==> src/rtl/olist_pkg.sv <==
`timescale 1ns / 1ps
// ----------------------------------------------------------------------------
// olist_pkg
// Shared types and constants of the ordered list block: operation and status
// codes, controller states and the result record.
// ----------------------------------------------------------------------------
package olist_pkg;

  localparam int unsigned DEF_CAPACITY = 32;
  localparam int unsigned DATA_W       = 32;
  localparam int unsigned FUNC_W       = 2;
  localparam int unsigned STATUS_W     = 2;

  localparam logic [FUNC_W-1:0] FUNC_APPEND  = 2'd0;
  localparam logic [FUNC_W-1:0] FUNC_DELETE  = 2'd1;
  localparam logic [FUNC_W-1:0] FUNC_DISPLAY = 2'd2;

  localparam logic [STATUS_W-1:0] STATUS_OK       = 2'd0;
  localparam logic [STATUS_W-1:0] STATUS_EMPTY    = 2'd1;
  localparam logic [STATUS_W-1:0] STATUS_NOTFOUND = 2'd2;
  localparam logic [STATUS_W-1:0] STATUS_FULL     = 2'd3;

  typedef enum logic [1:0] {
    S_IDLE,
    S_SCAN,
    S_RESP
  } olist_state_e;

  typedef struct packed {
    logic [STATUS_W-1:0] status;
    logic [DATA_W-1:0]   value;
    logic                last;
  } result_t;

endpackage

==> src/rtl/ordered_list_append_delete_by_key.sv <==
`timescale 1ns / 1ps
// ----------------------------------------------------------------------------
// ordered_list_append_delete_by_key
// Ordered list of signed 32-bit values held compactly in one RAM, head at
// entry 0. Appends at the tail, deletes the first match with compaction, and
// reads the whole list out from head to tail.
//
//   Channel  Direction  Handshake                 Payload
//   in       in         in_valid_i / in_ready_o   func_i, value_i
//   out      out        out_valid_o / out_ready_i status_o, value_res_o, last_o
//
// A delete sweeps the RAM one entry per cycle, writing each later entry one
// place down. A read out sends one result per cycle while the output register
// is free, paced by the single RAM read port. The output register stalls the
// read-out sweep while results wait.
// Reset empties the list; no clearing pass is needed.
// ----------------------------------------------------------------------------
module ordered_list_append_delete_by_key #(
  parameter int unsigned CAPACITY = olist_pkg::DEF_CAPACITY
) (
  input  logic                                clk_i,
  input  logic                                rst_ni,
  input  logic                                in_valid_i,
  output logic                                in_ready_o,
  input  logic [olist_pkg::FUNC_W-1:0]        func_i,
  input  logic signed [olist_pkg::DATA_W-1:0] value_i,
  output logic                                out_valid_o,
  input  logic                                out_ready_i,
  output logic [olist_pkg::STATUS_W-1:0]      status_o,
  output logic signed [olist_pkg::DATA_W-1:0] value_res_o,
  output logic                                last_o
);

  import olist_pkg::*;

  localparam int unsigned AW = (CAPACITY > 1) ? $clog2(CAPACITY) : 1;
  localparam int unsigned CW = $clog2(CAPACITY + 1);
  localparam logic [CW-1:0] CAP_CNT = CW'(CAPACITY);

  olist_state_e state_q, state_d;
  logic [CW-1:0]     count_q, count_d;
  logic [AW-1:0]     idx_q, idx_d;
  logic [FUNC_W-1:0] op_q, op_d;
  logic [DATA_W-1:0] key_q, key_d;
  logic              found_q, found_d;
  result_t           res_q, res_d;

  logic              in_fire;
  logic              last_idx;
  logic              match;
  logic              out_free;
  logic              push;
  result_t           push_res;
  result_t           out_res;

  logic              ram_we;
  logic [AW-1:0]     ram_waddr;
  logic [DATA_W-1:0] ram_wdata;
  logic              ram_re;
  logic [AW-1:0]     ram_raddr;
  logic [DATA_W-1:0] ram_rdata;

  assign in_ready_o = (state_q == S_IDLE);
  assign in_fire    = in_valid_i && in_ready_o;
  assign last_idx   = ((CW'(idx_q) + CW'(1)) == count_q);
  assign match      = (ram_rdata == key_q);

  always_comb begin
    state_d = state_q;
    unique case (state_q)
      S_IDLE: begin
        if (in_fire) begin
          if (func_i == FUNC_APPEND) begin
            state_d = S_RESP;
          end else if (func_i == FUNC_DELETE || func_i == FUNC_DISPLAY) begin
            state_d = (count_q == '0) ? S_RESP : S_SCAN;
          end
        end
      end
      S_SCAN: begin
        if (op_q == FUNC_DISPLAY) begin
          if (out_free && last_idx) begin
            state_d = S_IDLE;
          end
        end else if (last_idx) begin
          state_d = S_RESP;
        end
      end
      S_RESP: begin
        if (out_free) begin
          state_d = S_IDLE;
        end
      end
      default: state_d = S_IDLE;
    endcase
  end

  always_comb begin
    count_d   = count_q;
    idx_d     = idx_q;
    op_d      = op_q;
    key_d     = key_q;
    found_d   = found_q;
    res_d     = res_q;
    ram_we    = 1'b0;
    ram_waddr = count_q[AW-1:0];
    ram_wdata = value_i;
    ram_re    = 1'b0;
    ram_raddr = '0;
    push      = 1'b0;
    push_res  = res_q;
    unique case (state_q)
      S_IDLE: begin
        if (in_fire) begin
          op_d    = func_i;
          key_d   = value_i;
          idx_d   = '0;
          found_d = 1'b0;
          unique case (func_i)
            FUNC_APPEND: begin
              if (count_q >= CAP_CNT) begin
                res_d = '{status: STATUS_FULL, value: value_i, last: 1'b1};
              end else begin
                ram_we  = 1'b1;
                count_d = count_q + CW'(1);
                res_d   = '{status: STATUS_OK, value: value_i, last: 1'b1};
              end
            end
            FUNC_DELETE: begin
              if (count_q == '0) begin
                res_d = '{status: STATUS_EMPTY, value: value_i, last: 1'b1};
              end else begin
                ram_re = 1'b1;
              end
            end
            FUNC_DISPLAY: begin
              if (count_q == '0) begin
                res_d = '{status: STATUS_EMPTY, value: '0, last: 1'b1};
              end else begin
                ram_re = 1'b1;
              end
            end
            default: ;
          endcase
        end
      end
      S_SCAN: begin
        if (op_q == FUNC_DISPLAY) begin
          push_res = '{status: STATUS_OK, value: ram_rdata, last: last_idx};
          if (out_free) begin
            push = 1'b1;
            if (!last_idx) begin
              ram_re    = 1'b1;
              ram_raddr = idx_q + AW'(1);
              idx_d     = idx_q + AW'(1);
            end
          end
        end else begin
          if (found_q) begin
            ram_we    = 1'b1;
            ram_waddr = idx_q - AW'(1);
            ram_wdata = ram_rdata;
          end
          found_d = found_q || match;
          if (!last_idx) begin
            ram_re    = 1'b1;
            ram_raddr = idx_q + AW'(1);
            idx_d     = idx_q + AW'(1);
          end else if (found_q || match) begin
            count_d = count_q - CW'(1);
            res_d   = '{status: STATUS_OK, value: key_q, last: 1'b1};
          end else begin
            res_d   = '{status: STATUS_NOTFOUND, value: key_q, last: 1'b1};
          end
        end
      end
      S_RESP: begin
        push = out_free;
      end
      default: ;
    endcase
  end

  always_ff @(posedge clk_i or negedge rst_ni) begin
    if (!rst_ni) begin
      state_q <= S_IDLE;
      count_q <= '0;
    end else begin
      state_q <= state_d;
      count_q <= count_d;
    end
  end

  always_ff @(posedge clk_i) begin
    idx_q   <= idx_d;
    op_q    <= op_d;
    key_q   <= key_d;
    found_q <= found_d;
    res_q   <= res_d;
  end

  olist_ram #(
    .WIDTH (DATA_W),
    .DEPTH (CAPACITY),
    .AW    (AW)
  ) u_ram (
    .clk_i   (clk_i),
    .we_i    (ram_we),
    .waddr_i (ram_waddr),
    .wdata_i (ram_wdata),
    .re_i    (ram_re),
    .raddr_i (ram_raddr),
    .rdata_o (ram_rdata)
  );

  olist_out_reg u_out_reg (
    .clk_i   (clk_i),
    .rst_ni  (rst_ni),
    .push_i  (push),
    .res_i   (push_res),
    .free_o  (out_free),
    .valid_o (out_valid_o),
    .ready_i (out_ready_i),
    .res_o   (out_res)
  );

  assign status_o    = out_res.status;
  assign value_res_o = out_res.value;
  assign last_o      = out_res.last;

endmodule

==> src/rtl/olist_ram.sv <==
`timescale 1ns / 1ps
// ----------------------------------------------------------------------------
// olist_ram
// Generic single-write, single-read RAM with a registered read port. The read
// data holds its value while no read is requested.
// ----------------------------------------------------------------------------
module olist_ram #(
  parameter int unsigned WIDTH = 32,
  parameter int unsigned DEPTH = 32,
  parameter int unsigned AW    = (DEPTH > 1) ? $clog2(DEPTH) : 1
) (
  input  logic             clk_i,
  input  logic             we_i,
  input  logic [AW-1:0]    waddr_i,
  input  logic [WIDTH-1:0] wdata_i,
  input  logic             re_i,
  input  logic [AW-1:0]    raddr_i,
  output logic [WIDTH-1:0] rdata_o
);

  logic [WIDTH-1:0] mem_q [DEPTH];
  logic [WIDTH-1:0] rdata_q;

  always_ff @(posedge clk_i) begin
    if (we_i) begin
      mem_q[waddr_i] <= wdata_i;
    end
    if (re_i) begin
      rdata_q <= mem_q[raddr_i];
    end
  end

  assign rdata_o = rdata_q;

endmodule

==> src/rtl/olist_out_reg.sv <==
`timescale 1ns / 1ps
// ----------------------------------------------------------------------------
// olist_out_reg
// One-entry output register. It holds a result until the downstream side
// takes it and reports when a new result may be loaded.
// ----------------------------------------------------------------------------
module olist_out_reg (
  input  logic                clk_i,
  input  logic                rst_ni,
  input  logic                push_i,
  input  olist_pkg::result_t  res_i,
  output logic                free_o,
  output logic                valid_o,
  input  logic                ready_i,
  output olist_pkg::result_t  res_o
);

  import olist_pkg::*;

  logic    valid_q, valid_d;
  result_t res_q;

  assign free_o = !valid_q || ready_i;

  always_comb begin
    valid_d = valid_q;
    if (ready_i) begin
      valid_d = 1'b0;
    end
    if (push_i) begin
      valid_d = 1'b1;
    end
  end

  always_ff @(posedge clk_i or negedge rst_ni) begin
    if (!rst_ni) begin
      valid_q <= 1'b0;
    end else begin
      valid_q <= valid_d;
    end
  end

  always_ff @(posedge clk_i) begin
    if (push_i) begin
      res_q <= res_i;
    end
  end

  assign valid_o = valid_q;
  assign res_o   = res_q;

endmodule
==> config.mk <==
export PLATFORM = sky130hd
export DESIGN_NAME = ordered_list_append_delete_by_key
export DESIGN_NICKNAME = d
export VERILOG_FILES = /design/src/rtl/olist_pkg.sv /design/src/rtl/ordered_list_append_delete_by_key.sv /design/src/rtl/olist_ram.sv /design/src/rtl/olist_out_reg.sv
export SDC_FILE = /design/constraint.sdc
export NUM_CORES = 1
export LEC_CHECK = 0
export ABC_AREA = 0
export BUFFER_PORTS_ARGS = -buffer_cell sky130_fd_sc_hd__buf_2
export CORE_AREA = 5 5 402 404
export CTS_CLUSTER_DIAMETER = 30
export DETAILED_ROUTE_END_ITERATION = 10
export DIE_AREA = 0 0 407 409
export SETUP_SLACK_MARGIN = 0.15
export SLEW_MARGIN = 20
export SYNTH_ARGS = -nofsm -noshare
export SYNTH_HDL_FRONTEND = slang
export SYNTH_HIERARCHICAL = 1
export SYNTH_SLANG_ARGS = --single-unit
==> constraint.sdc <==
create_clock -name clk_i -period 7 [get_ports clk_i]
set_input_delay 1.05 -clock clk_i [delete_from_list [all_inputs] [get_ports clk_i]]
set_output_delay 1.05 -clock clk_i [all_outputs]
set_load 0.1 [all_outputs]
# Word level (Yosys, flattened, before mapping)
# Memory sizes are Yosys's and may differ from the RTL's. A register that Yosys moved wholly into a read port is not among the register bits.
# Cells that the tools add are included.
# Widths: inputs -> output; s select.
[totals]
reg_bits = 119
memories = 1
mem_bits_rw = 1024
latchBits = 0
inputBits = 38
out_inout_bits = 37
rom_bits = 0
[mem_list]
columns = ["name", "words", "word_bits", "read_ports", "rd_ports_with_merged_regs", "wr", "line_no", "rtl"]
rows = [
  ["u_ram.mem_q", 32, 32, 1, 1, 1, "olist_ram.sv:21", "logic [WIDTH-1:0] mem_q [DEPTH];"],
]
[op_classes]
shifts = 0
n_mul = 0
reduce_logical = 18
muxes = 65
div_mod_pow = 0
eq_ne = 21
n_addsub = 5
order_cmp = 1
n_bitwise = 0
[op_table]
columns = ["op", "n"]
rows = [
  ["$mux 35", 9],
  ["$pmux 35 s3", 1],
  ["$mux 32", 3],
  ["$pmux 35 s2", 1],
  ["$mux 5", 11],
  ["$mux 6", 6],
  ["$eq 32x32->1", 1],
  ["$mux 1", 19],
  ["$mux 2", 8],
  ["$reduce_and 7->1", 2],
  ["$pmux 6 s2", 1],
  ["$ne 2x2->1 const B", 5],
  ["$pmux 5 s2", 1],
  ["$ne 3x3->1 const B", 3],
  ["$pmux 1 s2", 4],
  ["$add 5x1->6 const B", 1],
  ["$add 6x1->6 const B", 1],
  ["$eq 2x2->1 const B", 3],
  ["$eq 6x6->1", 1],
  ["$ge 6x6->1 const B", 1],
  ["$logic_not 6->1", 1],
  ["$ne 3x2->1 const B", 2],
  ["$pmux 2 s3", 1],
  ["$reduce_and 3->1", 2],
  ["15 further kinds", 22],
]

# Longest topological paths before layout
[logic_depth]
depth_word = 7
ltp_mapped = 18
mapped_depth_nobuf = 15

# Cells and area by module
# Netlist, hierarchy kept.
[modules_own_cells]
columns = ["mod", "area_each_um2", "cells_per_inst", "instances"]
rows = [
  ["olist_ram", 40812.9, 2260, 1],
  ["ordered_list_append_delete_by_key", 4927.2, 468, 1],
  ["olist_out_reg", 1098.6, 38, 1],
]

# Worst setup path after synthesis
# Ideal clock, no wire load.
[synth_timing]
path_kind = "register to register"
startpoint = "reg state_q[0]"
endpoint = "reg u_ram.rdata_q[0] (netlist: u_ram/rdata_o[0]) (read register of u_ram.mem_q) (enable)"
setup_slack_ns = 1.837
path_buffers = 0
t_arrival_ns = 4.698
required_ns = 6.534
synth_period_minus_slack_ns = 5.163
stages_incl_launch_ff = 7
cell_sequence = "dfrtp_1 > inv_1 > ha_1 > nand2_1 > inv_1 > nand2_1 > o21ai_0"
[synth_via]
elab_chain_len = 4
word_cells_on_any_way = 6
[synth_lines]
columns = ["item", "line_no", "rtl"]
rows = [
  ["start, declared", "ordered_list_append_delete_by_key.sv:40", "olist_state_e state_q, state_d;"],
  ["start signal, assigned", "ordered_list_append_delete_by_key.sv:189", "state_q <= state_d;"],
  ["$logic_not 2->1 (*)", "ordered_list_append_delete_by_key.sv:63", "assign in_ready_o = (state_q == S_IDLE);"],
  ["net in_ready_o", "ordered_list_append_delete_by_key.sv:24", "output logic in_ready_o,"],
  ["$logic_and 1x1->1", "ordered_list_append_delete_by_key.sv:64", "assign in_fire = in_valid_i && in_ready_o;"],
  ["$mux 1", "ordered_list_append_delete_by_key.sv:114", "if (in_fire) begin"],
  ["$pmux 1 s2 (*)", "ordered_list_append_delete_by_key.sv:112", "unique case (state_q)"],
  ["net ram_re", "ordered_list_append_delete_by_key.sv:59", "logic ram_re;"],
  ["end, declared", "olist_ram.sv:22", "logic [WIDTH-1:0] rdata_q;"],
]
# The timed path passes the listed nets; every way through them passes the cells marked *.
# A chain may end at the register's enable or synchronous reset.

# Final worst setup path
[layout_timing]
startpoint = "reg state_q[1]"
endpoint = "mem u_ram.mem_q[14][21] (enable)"
[layout_via]
word_cells_on_any_way = 8
[layout_rtl]
columns = ["item", "line_no", "rtl"]
rows = [
  ["$eq 2x1->1", "ordered_list_append_delete_by_key.sv:112", ""],
  ["$mux 5", "ordered_list_append_delete_by_key.sv:112", ""],
  ["net ram_waddr[1]", "ordered_list_append_delete_by_key.sv:57", "logic [AW-1:0] ram_waddr;"],
  ["end, declared", "olist_ram.sv:21", ""],
]
# The timed path passes the listed nets, and every way through them passes these cells.

==> summary.txt <==
Finish
  • Area Growth Syn to Fin: 20.7%
  • Layout cells sized above 1: 17.8%
  • Reg area: around 35000 um^2
  • Multi-input logic area: around 11000 um^2
  • Fill count: approximately 15000
  • Layout Utilization: 35.9%
  • Layout Nets: approximately 3000
  • Fin area: ~57000 um^2

Power and ir drop
  • PD cells: around 440 nW/um^2
  • Peak supply drop: between 0.0005 and 0.0006 V
  • Design Power: around 25 mW
  • Leak: approximately 18 nW

Clock tree
  • Clock tree sinks: roughly 1200
  • # Post-CTS Setup Buffers: 0
  • Clock buffer depth: 3
  • Post-cts resize count: 0
  • CTS tree: done
  • Clk slew on worst S/H paths: roughly 50 ps
  • Clk root buf: clkbuf_16
  • H-tree Lvls: 4
  • Worst-skew pair later-pin latency: 770 ps
  • CTS Buf Count: between 150 and 200
  • Hold buffer count at cts: 0

Routing
  • Via density: between 4 and 5
  • DRT Pass-1 Iters: 5
  • Via count: ~25000
  • Residual antenna-violating net count after detailed routing: 0
  • Wire per inst: between 20 and 25 um
  • M1 wire length: around 51 mm
  • Initial DRC count: approximately 2200
  • WL met3: between 8 and 9 mm
  • Metal2 WL: 57.3 mm
  • Post-route DRC: 0
  • Uppermost layer routed: met4
  • Total wire length: around 120 mm

STA
  • Worst-margin pin slew: roughly 1100 ps
  • Slew Limit Fails: 0
  • TNS Setup: 0 ps
  • Clk_skew: between 20 and 30 ps
  • Tmin final: roughly 5400 ps
  • Final-report setup violation count: 0
  • RSZ-0062 raised after global routing: false
  • Fin crit share: approximately three quarters
  • Max Freq: about 190 MHz
  • Slew margin rel.: roughly a quarter
  • Final hold violation count: 0

Die
  • # rows: approximately 150
  • Die height: 409 um
  • Initial Util: 29.7%
  • Die area: about 170000 um^2
  • Core Area: about 160000 um^2
  • IO Pins: 75
  • Chip width: about 400 um

Worst setup path
  • Crit path max fanout: between 40 and 50
  • Slowest CP cell: nor2_4
  • R2r startpoint: state_q[1]
  • Worst Setup Start Kind: flop
  • Slowest cell delay on critical path: roughly 1100 ps
  • Endpoint class of the critical path: flop
  • Worst reg2reg path depth: 7
  • Reg2Reg Setup Slack: between 1500 and 2000 ps
  • Arrival time of the worst setup path: 5840 ps
  • Type of the worst setup path: flop to flop
  • WP data required: between 7000 and 8000 ps
  • Worst path cell trace: inv_1 > ha_2 > nand3_2 > o21ai_0 > nand3b_1 > nor2_4 > buf_4
  • Worst r2r dst: u_ram/mem_q[14][21]

Global routing
  • Largest net degree at the start of global routing: between 100 and 150
  • First-pass GRT wire length: ~170 mm
  • Total gr overflow: 0
  • Vias in the first global route: between 20000 and 30000
  • Gr usage total: between 10 and 15%
  • Antenna violations before repair: 2

Synth
  • Avg Inst Size Synth: approximately 17 um^2
  • Distinct cells, synth: between 50 and 60
  • Warnings from Yosys: 6
  • Syn_nets: 2818
  • Mapped Area: approximately 47000 um^2
  • Post-synth EDFFs: 1165
  • Main flop type after synthesis: edfxtp_1
  • Yosys reg bits: roughly 1200
  • Ys async rst share: less than 1%
  • Post-synthesis sequential area ratio: between 70% and 80%
  • Syn Inst Count: about 2800

Run
  • Max Cap Viol: 0

Placed design
  • Routability Congestion: between 0.7 and 0.8
  • PortBufs: 74
  • Area of placed instances: between 40000 and 50000 um^2
  • Final HPWL DP: around 70 mm

Outcome
  • Status: complete, no violations

Worst hold path
  • Worst hold path type: input port to async pin
-- cell usage after synthesis, types with 2 or more instances --
| cell | instances | area share (%) |
|---|---|---|
| a21oi_1 | 105 | 1.1 |
| mux2_2 | 37 | 0.89 |
| a211oi_1 | 2 | 0.032 |
| nand3b_1 | 5 | 0.080 |
| ha_1 | 13 | 0.35 |
| o21bai_1 | 3 | 0.048 |
| or3b_2 | 3 | 0.056 |
| a21o_1 | 2 | 0.032 |
| nor2_1 | 59 | 0.47 |
| xor2_1 | 39 | 0.73 |
| nand2_1 | 210 | 1.7 |
| xnor2_1 | 10 | 0.19 |
| inv_1 | 16 | 0.13 |
| buf_4 | 35 | 0.56 |
| edfxtp_1 | 1165 | 75 |
| mux2i_1 | 515 | 11 |
| buf_1 | 9 | 0.072 |
| dfrtp_1 | 9 | 0.48 |
| nor2b_1 | 5 | 0.067 |
| a22oi_1 | 96 | 1.5 |
| a22o_1 | 96 | 1.8 |
| nand3_1 | 100 | 1.1 |
| nand2b_1 | 5 | 0.067 |
| o31ai_1 | 3 | 0.048 |
| nor3_1 | 37 | 0.40 |
| o21ai_0 | 14 | 0.15 |
| clkbuf_4 | 2 | 0.032 |
| or3_1 | 2 | 0.027 |
| buf_6 | 15 | 0.36 |
| or2_2 | 3 | 0.040 |
| a31oi_1 | 32 | 0.43 |
| buf_2 | 32 | 0.34 |
| nor4_1 | 8 | 0.11 |
| clkbuf_1 | 60 | 0.48 |
-- worst max-delay path by stage --
stage               startpoint                   to  slack (ps)  depth (start not counted)
CTS                 state_q[1]  u_ram/mem_q[13][14]        1540                          7
detailed placement  state_q[1]  u_ram/mem_q[13][24]        1550                          7
finish              state_q[1]  u_ram/mem_q[14][21]        1610                          7
global placement    state_q[1]  u_ram/mem_q[13][20]        1570                          7
global route        state_q[1]    u_ram/mem_q[9][5]        1340                          7
floorplan           state_q[0]     u_ram/rdata_o[0]        1840                          6
-- cells by family after synthesis --
family | after synthesis | synth area share (%)
AO/OA/AOI/OAI | 356 | 5.25
XOR/XNOR | 51 | 1.00
adder cells (fa/ha/maj) | 14 | 0.390
buffers and inverters | 169 | 1.98
flip-flops | 1174 | 75.2
multiplexers | 552 | 11.9
AND/OR/NAND/NOR | 450 | 4.32
-- per-layer routing --
| layer | up-vias | GRT usage [%] |
|---|---|---|
| met1 | 13100 | 18.8 |
| met2 | 921 | 23.0 |
| met4 | 0 | 4.70 |
| met3 | 205 | 2.92 |
| li1 | 11300 | - |
| met5 | - | 0 |
-- power by group --
| part | switching (mW) | internal, mW | leakage [nW] |
|---|---|---|---|
| clock | 3.37 | 6.07 | 3.17 |
| combinational | 4.38 | 2.09 | 4.36 |
| sequential | 0.390 | 8.80 | 10.6 |
-- layout by cell type (no fill, tap or decap), drive strengths merged, types with 81 or more instances in the layout --
cell type / count
edfxtp: 1165
mux2i: 515
clkbuf: 212
nand2: 210
buf: 142
a21oi: 105
nand3: 101
a22oi: 97
a22o: 96
clkinv: 81
-- per-stage QoR --
step,setup slack [ps],hold WS (ps),cells
floorplan,1840,491,2766
global placement,1570,497,4826
detailed placement,1550,502,4826
CTS,1540,82.6,5185
global route,1340,117,5187
finish,1610,149,5188
-- worst max-delay path: cells and delay by family, from the launching register on --
family,cells,cell delay [ps]
AOI/OAI and AO/OA,1,640
adders and majority gates,1,950
buffers and inverters,2,500
DFF,1,390
and+or+nand+nor,3,2580
-- sequential cells by signal, summed over array words and instances (netlist names) --
name / flops
u_ram/mem_q: 1024
res_q: 34
state_q: 2
u_ram/rdata_o: 32
key_q: 32
found_q: 1
idx_q: 5
u_out_reg/res_o: 35
op_q: 2
u_out_reg/valid_o: 1
count_q: 6
-- final cells by class --
class                      instances  area share (%)
inverter                          16           0.106
multi-input combinational       1423            19.5
sequential                      1174            62.3
clock buffer                     212            8.78
timing repair buffer             142            1.82
tap                             2072            4.59
antenna                            2         0.00885
clock inverter                   147            2.89
Note: power is estimated with default switching activity, not from simulation.
